<file path="src/rtl/core/sqt_pkg.sv">
// Shared types and constants of the step sequencer.
`default_nettype none

package sqt_pkg;

  // Input word kinds, carried on the slave tuser.
  typedef enum logic [1:0] {
    KIND_TICK  = 2'd0,
    KIND_BLOCK = 2'd1,
    KIND_WRITE = 2'd2
  } kind_e;

  // Configuration register indexes.
  typedef enum logic [1:0] {
    CFG_PITCH_OFFSET = 2'd0,
    CFG_GATE_TIME    = 2'd1,
    CFG_SEQ_LENGTH   = 2'd2
  } cfg_reg_e;

  localparam logic [5:0] HOLDOFF_BLOCKS = 6'd32;
  localparam logic [6:0] PITCH_MAX      = 7'd127;
  localparam logic [2:0] SUBTICKS       = 3'd4;

  typedef struct packed {
    logic [5:0] pitch_offset;
    logic [1:0] gate_time;
    logic [5:0] seq_length;
  } cfg_t;

  typedef struct packed {
    logic [6:0] pitch;
    logic       gate;
    logic [6:0] velocity;
  } step_entry_t;

  localparam step_entry_t STEP_RESET = '{pitch: 7'd31, gate: 1'b0, velocity: 7'd63};

  typedef struct packed {
    logic       gate;
    logic [3:0] voice;
    logic [6:0] pitch;
    logic [6:0] velocity;
    logic       start;
  } result_t;

endpackage

`default_nettype wire

</file>
<file path="src/rtl/core/sqt_table.sv">
// Step table memory with per-entry valid bits and a prefetched, registered read.
`default_nettype none

module sqt_table #(
  parameter int unsigned DEPTH = 32,
  localparam int unsigned AW = $clog2(DEPTH)
) (
  input  wire                       clk_i,
  input  wire                       rst_ni,
  input  wire                       we_i,
  input  wire  [AW-1:0]             waddr_i,
  input  sqt_pkg::step_entry_t      wdata_i,
  input  wire  [AW-1:0]             raddr_i,
  output sqt_pkg::step_entry_t      rdata_o
);
  import sqt_pkg::*;

  step_entry_t      mem [DEPTH];
  logic [DEPTH-1:0] vld_q;
  step_entry_t      rd_q;
  logic             rd_vld_q;
  logic             byp_q;
  step_entry_t      byp_data_q;

  always_ff @(posedge clk_i) begin
    if (we_i) begin
      mem[waddr_i] <= wdata_i;
    end
  end

  always_ff @(posedge clk_i) begin
    rd_q       <= mem[raddr_i];
    byp_data_q <= wdata_i;
  end

  always_ff @(posedge clk_i or negedge rst_ni) begin
    if (!rst_ni) begin
      vld_q    <= '0;
      rd_vld_q <= 1'b0;
      byp_q    <= 1'b0;
    end else begin
      if (we_i) begin
        vld_q[waddr_i] <= 1'b1;
      end
      rd_vld_q <= vld_q[raddr_i];
      byp_q    <= we_i && (waddr_i == raddr_i);
    end
  end

  // A write landing on the address being read wins over the stale array data.
  assign rdata_o = byp_q ? byp_data_q : (rd_vld_q ? rd_q : STEP_RESET);

endmodule

`default_nettype wire

</file>
<file path="src/rtl/core/sqt_ctrl.sv">
// Sequencer state: position, subtick phase, restart holdoff and held outputs.
`default_nettype none

module sqt_ctrl #(
  parameter int unsigned MAX_STEPS = 32,
  parameter int unsigned VOICES    = 16,
  localparam int unsigned AW = $clog2(MAX_STEPS)
) (
  input  wire                   clk_i,
  input  wire                   rst_ni,
  input  wire                   valid_i,
  input  wire  [1:0]            kind_i,
  input  wire                   trigger_i,
  input  wire                   voice_found_i,
  input  wire  [3:0]            voice_index_i,
  input  wire  [4:0]            step_index_i,
  input  wire  [6:0]            step_pitch_i,
  input  wire                   step_gate_i,
  input  wire  [6:0]            step_velocity_i,
  input  sqt_pkg::cfg_t         cfg_i,
  input  sqt_pkg::step_entry_t  step_i,
  output logic [AW-1:0]         raddr_o,
  output logic                  we_o,
  output logic [AW-1:0]         waddr_o,
  output sqt_pkg::step_entry_t  wdata_o,
  output sqt_pkg::result_t      held_d_o
);
  import sqt_pkg::*;

  logic [AW-1:0] pos_q, pos_d, pos_cur;
  logic [1:0]    sub_q, sub_d, sub_cur;
  logic          restart_q, restart_d;
  logic [5:0]    holdoff_q, holdoff_d;
  result_t       held_q, held_d;
  logic [6:0]    wrap_len;
  logic [6:0]    pos_inc;
  logic [7:0]    pitch_sum;
  logic          voice_ok;
  logic [2:0]    drop_at;

  always_comb begin
    wrap_len  = ({1'b0, cfg_i.seq_length} > 7'(MAX_STEPS)) ? 7'(MAX_STEPS)
                                                           : {1'b0, cfg_i.seq_length};
    // A pending restart takes effect at the start of the next tick.
    pos_cur   = restart_q ? '0 : pos_q;
    sub_cur   = restart_q ? 2'd0 : sub_q;
    pos_inc   = 7'(pos_cur) + 7'd1;
    pitch_sum = {1'b0, step_i.pitch} + {2'b00, cfg_i.pitch_offset};
    voice_ok  = voice_found_i && ({3'b000, voice_index_i} < 7'(VOICES));
    drop_at   = SUBTICKS - {1'b0, cfg_i.gate_time};

    pos_d     = pos_q;
    sub_d     = sub_q;
    restart_d = restart_q;
    holdoff_d = holdoff_q;
    held_d    = held_q;
    we_o      = 1'b0;

    if (valid_i) begin
      unique case (kind_i)
        KIND_TICK: begin
          restart_d    = 1'b0;
          pos_d        = pos_cur;
          held_d.start = (pos_cur == '0);
          if (sub_cur == 2'd0) begin
            held_d.pitch    = (pitch_sum > {1'b0, PITCH_MAX}) ? PITCH_MAX : pitch_sum[6:0];
            held_d.voice    = voice_ok ? voice_index_i : 4'd0;
            held_d.gate     = voice_ok && step_i.gate;
            held_d.velocity = step_i.velocity;
            pos_d           = (pos_inc >= wrap_len) ? '0 : pos_inc[AW-1:0];
          end
          if ({1'b0, sub_cur} == drop_at) begin
            held_d.gate = 1'b0;
          end
          sub_d = sub_cur + 2'd1;
        end
        KIND_BLOCK: begin
          if (holdoff_q != 6'd0) begin
            holdoff_d = holdoff_q - 6'd1;
          end else if (!restart_q && trigger_i) begin
            restart_d = 1'b1;
            holdoff_d = HOLDOFF_BLOCKS;
          end
        end
        KIND_WRITE: begin
          we_o = ({2'b00, step_index_i} < 7'(MAX_STEPS));
        end
        default: begin
        end
      endcase
    end

    // Prefetch the entry the next tick will use.
    raddr_o = restart_d ? '0 : pos_d;
    waddr_o = AW'({2'b00, step_index_i});
    wdata_o = '{pitch: step_pitch_i, gate: step_gate_i, velocity: step_velocity_i};
  end

  assign held_d_o = held_d;

  always_ff @(posedge clk_i or negedge rst_ni) begin
    if (!rst_ni) begin
      pos_q     <= '0;
      sub_q     <= 2'd0;
      restart_q <= 1'b0;
      holdoff_q <= 6'd0;
      held_q    <= '0;
    end else begin
      pos_q     <= pos_d;
      sub_q     <= sub_d;
      restart_q <= restart_d;
      holdoff_q <= holdoff_d;
      held_q    <= held_d;
    end
  end

  a_pos_range: assert property (@(posedge clk_i) disable iff (!rst_ni)
    7'(pos_q) < 7'(MAX_STEPS))
    else $error("position beyond table depth");

  a_holdoff_max: assert property (@(posedge clk_i) disable iff (!rst_ni)
    holdoff_q <= HOLDOFF_BLOCKS)
    else $error("holdoff counter above its load value");

  a_restart_tick: assert property (@(posedge clk_i) disable iff (!rst_ni)
    (valid_i && kind_i == KIND_TICK && restart_q)
      |=> (held_q.start && sub_q == 2'd1 && !restart_q))
    else $error("restart did not return the sequence to its first step");

  a_arm: assert property (@(posedge clk_i) disable iff (!rst_ni)
    (valid_i && kind_i == KIND_BLOCK && !restart_q && holdoff_q == 6'd0 && trigger_i)
      |=> (restart_q && holdoff_q == HOLDOFF_BLOCKS))
    else $error("trigger did not arm a restart");

endmodule

`default_nettype wire

</file>
<file path="src/rtl/core/step_sequencer.sv">
// Step sequencer top level: stream ports, configuration registers, result register.
//
//   Port group   Dir  Payload
//   s_axis_*     in   tuser = kind; tdata = trigger, voice and step-write fields
//   m_axis_*     out  tdata = gate, voice, pitch code, velocity, step start
//   cfg_*        in   register write: index and data, no read-back
//
// One word is accepted per clock; its result appears in the output register on
// the next cycle and the next word may be accepted in that same cycle.
// Ready drops only while a result sits unclaimed in the output register.
// The step entry is prefetched from the table into a register, addressed by
// the next position, so a tick finds its entry already registered.
// After reset every table entry reads its reset value through per-entry valid
// bits; no clearing pass is needed and words are accepted right away.
`default_nettype none

module step_sequencer #(
  parameter int unsigned MAX_STEPS = 32,
  parameter int unsigned VOICES    = 16
) (
  input  wire         clk_i,
  input  wire         rst_ni,
  input  wire         s_axis_tvalid,
  output logic        s_axis_tready,
  // [0] trigger_high, [1] voice_found, [5:2] voice_index, [10:6] step_index,
  // [17:11] step_pitch, [18] step_gate, [25:19] step_velocity, [31:26] zero
  input  wire  [31:0] s_axis_tdata,
  // [1:0] kind
  input  wire  [1:0]  s_axis_tuser,
  output logic        m_axis_tvalid,
  input  wire         m_axis_tready,
  // [0] gate_out, [4:1] voice_out, [11:5] pitch_code, [18:12] velocity_out,
  // [19] step_start, [23:20] zero
  output logic [23:0] m_axis_tdata,
  input  wire         cfg_we_i,
  input  wire  [1:0]  cfg_index_i,
  input  wire  [5:0]  cfg_data_i
);
  import sqt_pkg::*;

  localparam int unsigned AW = $clog2(MAX_STEPS);

  logic          accept;
  cfg_t          cfg_q;
  logic          m_valid_q;
  result_t       res_q;
  result_t       held_d;
  step_entry_t   rd_entry;
  step_entry_t   wr_entry;
  logic [AW-1:0] raddr;
  logic [AW-1:0] waddr;
  logic          tbl_we;

  // The output register decouples the two sides: a new word goes in while
  // the previous result is being taken.
  assign s_axis_tready = !m_valid_q || m_axis_tready;
  assign accept        = s_axis_tvalid && s_axis_tready;

  // Configuration registers. Writes to an index past the list are dropped.
  always_ff @(posedge clk_i or negedge rst_ni) begin
    if (!rst_ni) begin
      cfg_q.pitch_offset <= 6'd32;
      cfg_q.gate_time    <= 2'd1;
      cfg_q.seq_length   <= 6'd16;
    end else if (cfg_we_i) begin
      unique case (cfg_index_i)
        CFG_PITCH_OFFSET: cfg_q.pitch_offset <= cfg_data_i;
        CFG_GATE_TIME:    cfg_q.gate_time    <= cfg_data_i[1:0];
        CFG_SEQ_LENGTH:   cfg_q.seq_length   <= cfg_data_i;
        default: begin
        end
      endcase
    end
  end

  sqt_ctrl #(
    .MAX_STEPS (MAX_STEPS),
    .VOICES    (VOICES)
  ) u_ctrl (
    .clk_i           (clk_i),
    .rst_ni          (rst_ni),
    .valid_i         (accept),
    .kind_i          (s_axis_tuser),
    .trigger_i       (s_axis_tdata[0]),
    .voice_found_i   (s_axis_tdata[1]),
    .voice_index_i   (s_axis_tdata[5:2]),
    .step_index_i    (s_axis_tdata[10:6]),
    .step_pitch_i    (s_axis_tdata[17:11]),
    .step_gate_i     (s_axis_tdata[18]),
    .step_velocity_i (s_axis_tdata[25:19]),
    .cfg_i           (cfg_q),
    .step_i          (rd_entry),
    .raddr_o         (raddr),
    .we_o            (tbl_we),
    .waddr_o         (waddr),
    .wdata_o         (wr_entry),
    .held_d_o        (held_d)
  );

  sqt_table #(
    .DEPTH (MAX_STEPS)
  ) u_table (
    .clk_i   (clk_i),
    .rst_ni  (rst_ni),
    .we_i    (tbl_we),
    .waddr_i (waddr),
    .wdata_i (wr_entry),
    .raddr_i (raddr),
    .rdata_o (rd_entry)
  );

  // Result register: every accepted word yields one result word showing the
  // held outputs after that word has been applied.
  always_ff @(posedge clk_i or negedge rst_ni) begin
    if (!rst_ni) begin
      m_valid_q <= 1'b0;
    end else if (accept) begin
      m_valid_q <= 1'b1;
    end else if (m_axis_tready) begin
      m_valid_q <= 1'b0;
    end
  end

  always_ff @(posedge clk_i) begin
    if (accept) begin
      res_q <= held_d;
    end
  end

  assign m_axis_tvalid = m_valid_q;
  assign m_axis_tdata  = {4'b0000, res_q.start, res_q.velocity, res_q.pitch,
                          res_q.voice, res_q.gate};

endmodule

`default_nettype wire
</file>
<file path="config.mk">
export PLATFORM = sky130hd
export DESIGN_NAME = step_sequencer
export DESIGN_NICKNAME = d
export VERILOG_FILES = /design/src/rtl/core/sqt_pkg.sv /design/src/rtl/core/sqt_table.sv /design/src/rtl/core/sqt_ctrl.sv /design/src/rtl/core/step_sequencer.sv
export SDC_FILE = /design/constraint.sdc
export NUM_CORES = 1
export LEC_CHECK = 0
export BUFFER_PORTS_ARGS = -buffer_cell sky130_fd_sc_hd__buf_2
export CORE_ASPECT_RATIO = 0.7
export CORE_MARGIN = 5
export CORE_UTILIZATION = 55
export CTS_CLUSTER_DIAMETER = 100
export CTS_CLUSTER_SIZE = 10
export DETAILED_ROUTE_END_ITERATION = 8
export GPL_TIMING_DRIVEN = 0
export PLACE_DENSITY_LB_ADDON = 0.25
export SETUP_SLACK_MARGIN = 0.3
export SYNTH_ARGS = -nofsm -noshare
export SYNTH_HDL_FRONTEND = slang
export SYNTH_SLANG_ARGS = --single-unit
</file>
<file path="constraint.sdc">
create_clock -name clk_i -period 4.4 [get_ports clk_i]
set_clock_uncertainty 0.05 [all_clocks]
set_input_delay 0.22 -clock clk_i [delete_from_list [all_inputs] [get_ports clk_i]]
set_output_delay 0.22 -clock clk_i [all_outputs]
set_load 0.01 [all_outputs]
</file>
After elaboration in Yosys (flattened, before gate mapping)
Memory sizes are Yosys's and may differ from the RTL's. A register that Yosys moved wholly into a read port is not among the register bits. Index checks and enable logic that the tools add are counted.

Input port bits: 47. RAM bits: 480. Memories: 1. Register bits after elaboration: 118.

Eq/ne operators: 6. Bitwise operators: 1. Add/sub/neg operators: 5. Reduce and logical (&&, ||, !) cells: 20. Multiplexer cells: 32. Order comparisons: 6.

Memories: u_table.mem (words 32, width 15, read ports 1, clocked after memory_dff 1, wr ports 1, RTL line sqt_table.sv:18) `step_entry_t mem [DEPTH];`.

Operators by type and width (number): 20-bit 2-to-1 mux (2); 32-bit bitwise OR (1); 15-bit 2-to-1 mux (2); 5-bit 2-to-1 mux (6); 19-bit 2-to-1 mux (1); 6-bit 2-to-1 mux (3); 5-bit by 6-bit less-than comparator with 1-bit output, second input constant (2); 1-bit 2-to-1 mux (12); 7-bit by 6-bit adder with 8-bit output (1); 8-bit by 7-bit > comparator with 1-bit output, second input constant (1); 2-bit AND reduction (4); 7-bit greater-or-equal comparator (1); 7-bit 2-to-1 mux (1); 5-bit by 1-bit adder with 6-bit output, second input constant (1); 6-bit > comparator, second input constant (1); 2-bit zero test (3); 6-bit nonzero test (1); 6-bit by 1-bit subtractor with 6-bit output, second input constant (1); 1-bit binary-select mux with 5-bit select (1); 1-bit demux with 5-bit select (1); 5-bit == test (1); 5-bit by 1-bit greater-or-equal comparator with 1-bit output, second input constant (1); 1-bit logical AND (5); 5-bit zero test (1); other kinds (12) (16).

Longest topological paths before layout
Word-level depth: 10. Gate-level depth with buffers: 20.

Modules after synthesis
From an unflattened synthesis, not the netlist that was laid out.

Cell total of the unflattened synthesis: 1569. Area, all modules: 24684.9 um^2.

Modules (own cells, without submodules): sqt_table (area an instance 21175.3 um^2, cells each 1245, times used 1); sqt_ctrl (area an instance 2282.2 um^2, cells each 264, times used 1); step_sequencer (area an instance 1227.4 um^2, cells each 60, times used 1).

Worst setup path after synthesis
Ideal clock, no wire load.

Path kind: register -> register. From: reg u_ctrl.restart_q. To: reg u_table.rd_q[13] (netlist name). Slack: 0.628 ns. Setup time: 0.138 ns. Path buffers: 3. Cell stages (with the launch flop): 18. Data arrival time: 3.584 ns. Clock period less this slack: 3.772 ns. Path through: dfrtp_1 -> clkbuf_1 -> nor2b_1 -> ha_1 -> clkbuf_1 -> nand3_1 -> xor2_1 -> nor2_1 -> ha_1 -> and3_1 -> a2111o_1 -> a21oi_4 -> nand2_1 -> buf_2 -> o221ai_1 -> a21oi_1 -> o311ai_1 -> o311ai_1.

Longest elaborated chain between the ends: 8. Elaborated cells on any way between the ends: 16.

Ends and longest elaborated chain: from (decl) (RTL line sqt_ctrl.sv:32) `logic restart_q, restart_d;`; from (signal assigned) (RTL line sqt_ctrl.sv:111) `restart_q <= restart_d;`; 5-bit 2-to-1 mux (RTL line sqt_ctrl.sv:45) `pos_cur = restart_q ? '0 : pos_q;`; 5-bit by 1-bit adder with 6-bit output (RTL line sqt_ctrl.sv:47) `pos_inc = 7'(pos_cur) + 7'd1;`; 7-bit greater-or-equal comparator (RTL line sqt_ctrl.sv:70) `pos_d = (pos_inc >= wrap_len) ? '0 : pos_inc[AW-1:0];`; 5-bit 2-to-1 mux (RTL line sqt_ctrl.sv:70); 5-bit 2-to-1 mux (RTL line sqt_ctrl.sv:65) `if (sub_cur == 2'd0) begin`; 5-bit 2-to-1 mux (RTL line sqt_ctrl.sv:60) `unique case (kind_i)`; 5-bit 2-to-1 mux (RTL line sqt_ctrl.sv:59) `if (valid_i) begin`; 5-bit 2-to-1 mux * (RTL line sqt_ctrl.sv:94) `raddr_o = restart_d ? '0 : pos_d;`.

Mark *: on every way between the ends. The rest lies on a longest branch, timed or not. A chain may end at the register's enable or synchronous reset.

Final worst setup path
From: reg u_ctrl.pos_q[0]. To: reg u_table.rd_q[11] (netlist name).

Longest elaborated chain between the ends: 8.

Ends and longest elaborated chain: from (decl) (RTL line sqt_ctrl.sv:30) `logic [AW-1:0] pos_q, pos_d, pos_cur;`; from (signal assigned) (RTL line sqt_ctrl.sv:109) `pos_q <= pos_d;`; 5-bit 2-to-1 mux (RTL line sqt_ctrl.sv:45); 5-bit by 1-bit adder with 6-bit output (RTL line sqt_ctrl.sv:47); 7-bit greater-or-equal comparator (RTL line sqt_ctrl.sv:70); 5-bit 2-to-1 mux (RTL line sqt_ctrl.sv:70); 5-bit 2-to-1 mux (RTL line sqt_ctrl.sv:65); 5-bit 2-to-1 mux (RTL line sqt_ctrl.sv:60); 5-bit 2-to-1 mux * (RTL line sqt_ctrl.sv:59); 5-bit 2-to-1 mux * (RTL line sqt_ctrl.sv:94).

Marked as above.

==> metrics.csv <==
stage,metric,value,unit
status,status,"complete, no violations",
die,die_w,261,µm
setup_path,crit_type,flop to flop,
cells_and_area,final_common_cell,edfxtp_1,
clock_tree,root_buffer,clkbuf_16,
timing,finalHoldViolCount,0,
detailed_routing,drt_iter0_drc,2564,
power,p_leak,10.6,nW
power,p_clk_frac,0.278,
timing,finalCriticalPeriod,4140,ps
clock_tree,clkTransAtPathRegs,60,ps
synth,synthesis.instances,1692,
die,io_pins,73,
placed_design,dp_slack,-1050,ps
synth,synth_warnings,0,
cells_and_area,final_cell_mix,"500 x edfxtp_1, 213 x nand2_1, 80 x mux2i_1, 79 x dfrtp_1, 76 x clkbuf_16",
timing,rsz0062_at_grt,yes,
timing,timing.final.ws_setup,256,ps
detailed_routing,via_per_inst,6.43,
clock_tree,cts-buffers-inserted,71,
setup_path,worst_path_largest_cell_delay,570,ps
clock_tree,clock_path_buffers,3,
placed_design,dpl.cell_count,2376,
setup_path,critPathCaptureType,flop,
detailed_routing,vias,16464,
cells_and_area,drive_gt1_frac,0.246,
detailed_routing,wl_per_cell,27.6,µm
placed_design,gp_congestion,0.974,
clock_tree,clock_sinks,613,
die,initial_core_util,0.555,
global_route,grt_usage,0.284,
synth,yosys.area.top_type,edfxtp_1,
power,power.internal,0.0124,W
synth,synth_flop_cell,edfxtp_1,
detailed_routing,firstDrtPassIters,6,
synth,synth_edf_count,500,
detailed_routing,wl,70600,µm
setup_path,arrival,4550,ps
cells_and_area,area_growth,21.8,%
detailed_routing,drc,0,
timing,relSlewSlack,0.279,
timing,fmax,0.241,GHz
synth,syn_area_per_cell,14.3,µm²
timing,setup_viol,0,
setup_path,cp_cell_sequence,nor2b_2 -> ha_1 -> buf_4 -> nand3_1 -> xor2_1 -> nor2_2 -> ha_4 -> and3_4 -> a211oi_4 -> o21ai_0 -> a21bo_2 -> clkbuf_1 -> nor2_1 -> a211oi_1 -> o211ai_1 -> nor3b_4,
setup_path,critPathSlowestCell,clkbuf_1,
setup_path,cp_max_fo,10,
die,die_h,186,µm
synth,ys_async_sr_fraction,0.135,
setup_path,critPathRequiredTime,4800,ps
synth,ys_ff_latch,613,
synth,synth_seq_area_share,0.730,
synth,synth_area,24200,µm²
clock_tree,cts_tree,yes,
global_route,grt_max_degree,56,
global_route,grt-ovfl-total,0,
timing,slew_viol_final,0,
global_route,grt_pass1_vias,15917,
min_path,min_path_type,primary input to flop,
flow_run,drv_cap,0,
setup_path,cp-start-kind,flop,
die,die_area,48400,µm²
global_route,antenna_found_initial,1,
clock_tree,worstSkewPairLatency,590,ps
global_route,grt_first_pass_wirelength,101000,µm
die,fp-row-count,64,
die,core_area,43600,µm²
placed_design,dp_hpwl,44700,µm
cells_and_area,instances_no_fill,2562,
power,pwr-share-comb,0.368,
clock_tree,cts_max_level,3,
placed_design,portBuffers,59,
timing,period_share,0.942,
power,p_per_area,653,nW/µm²
cells_and_area,nets,1979,
power,p_switching,0.00689,W
detailed_routing,antenna_left,0,
power,power,0.0193,W
synth,synth.distinct_cells,74,
synth,synth_top_area_share,0.620,
power,swShare,0.358,
power,vdd_drop_max,340,µV
timing,tightest_slew,1080,ps
synth,ys_top_cells_by_area,"edfxtp_1 62%, dfrtp_1 8.3%, mux2i_1 3.4%",
power,seqPwrFrac,0.354,
[synthesized netlist by cell type (4+ instances only)]
master and number:
a211o_1 5, a211oi_1 20, a21o_1 11, a21oi_1 59, a221oi_1 4, a31oi_1 23, and2_1 5, and3_1 20
buf_2 43, buf_4 8, clkbuf_1 33, dfrtp_1 80, dfxtp_1 30, edfxtp_1 500, ha_1 16, inv_1 16
mux2_2 20, mux2i_1 83, nand2_1 221, nand2b_1 5, nand3_1 19, nand3b_1 5, nand4_1 28, nor2_1 83
nor2b_1 10, nor3_1 21, nor4_1 9, o2111ai_1 10, o211ai_1 6, o21ai_0 63, o21ai_1 5, o221ai_1 23
o22a_1 12, o22ai_1 74, o2bb2ai_1 9, o31ai_1 11, or2_2 33, xnor2_1 13, xor2_1 4
[power by group through the flow]
stage	clock [W]	combinational [W]	sequential [W]
floorplan	0	0.00332	0.00689
global placement	0	0.00528	0.00690
detailed placement	0	0.00538	0.00692
CTS	0.00537	0.00629	0.00680
global route	0.00562	0.00736	0.00685
finish	0.00535	0.00710	0.00682
[logic make-up after synthesis]
logic type / count (synthesis) / synth area share
compound gates: 362 / 0.0998
xor+xnor: 17 / 0.00615
fa+ha+maj: 17 / 0.00909
buf+inv: 106 / 0.0199
flops: 613 / 0.730
mux: 106 / 0.0454
other cells: 1 / 0.000155
simple gates: 470 / 0.0890
[per-stage QoR]
step	setup TNS [ps]	instance area, µm²	hold WS [ps]	utilization
after global placement	-14070	25300	396	0.579
after detailed placement	-14700	25800	210	0.591
final	0	29500	42.3	0.676
after global routing	0	29500	51.2	0.676
after floorplan	0	24200	-126	-
after CTS	0	28900	26.1	0.662
[repair_timing]
action,in CTS,in global routing
hold buffers,25,0
endpoints found under the setup margin,19,33
hold endpoints to repair,53,0
gates cloned,0,2
gates resized for setup,177,115
buffers inserted,15,17
pin swaps,22,27
[final cells by class]
| class | instances | area (µm²) |
|---|---|---|
| flip-flops and latches | 613 | 17700 |
| plain buffers | 86 | 744 |
| inverters | 20 | 82.6 |
| diodes | 2 | 5.00 |
| repair buffers | 147 | 1300 |
| multi-input cells | 976 | 6870 |
| fillers | 2890 | 14100 |
| clock buffers | 120 | 2020 |
| clock inverters | 4 | 42.5 |
| well taps | 594 | 743 |
[metal layers]
metal,GRT usage,vias to the layer above,wire [µm]
met3,0.0887,194,9810
met4,0.0836,2,2340
met1,0.415,8085,27800
li1,-,6960,-
met2,0.416,1223,30600
met5,0.00694,-,45
[registers in the layout, summed over array words and instances, names as in the netlist, 5 cells and up]
name and cells:
u_table.mem 480, u_table.vld_q 32, m_axis_tdata 20, u_table.rd_q 15
u_ctrl.pos_q 5, u_ctrl.holdoff_q 6, u_ctrl.held_q 20, u_table.byp_data_q 15
cfg_q 14
[worst max-delay path, delay by kind of cell (launching register included)]
| family | cells | cell delay (ps) |
|---|---|---|
| compound gates | 5 | 1140 |
| simple gates | 6 | 1030 |
| buf+inv | 2 | 710 |
| fa+ha+maj | 2 | 450 |
| flops | 1 | 440 |
| xor+xnor | 1 | 200 |
[worst paths after layout]
kind | startpoint | endpoint | slack (ps) | depth (start not counted)
max in group asynchronous | rst_ni | cfg_q[4] | 3400 | 3
min | s_axis_tdata[24] | u_table.byp_data_q[5] | 40 | 1
min reg2reg | u_table.vld_q[2] | u_table.vld_q[2] | 420 | 1
max reg2reg | u_ctrl.pos_q[0] | u_table.rd_q[11] | 260 | 16
min in group asynchronous | rst_ni | u_table.vld_q[18] | 160 | 2
max | u_ctrl.pos_q[0] | u_table.rd_q[11] | 260 | 16
Note: power is estimated with default switching activity, not from simulation.
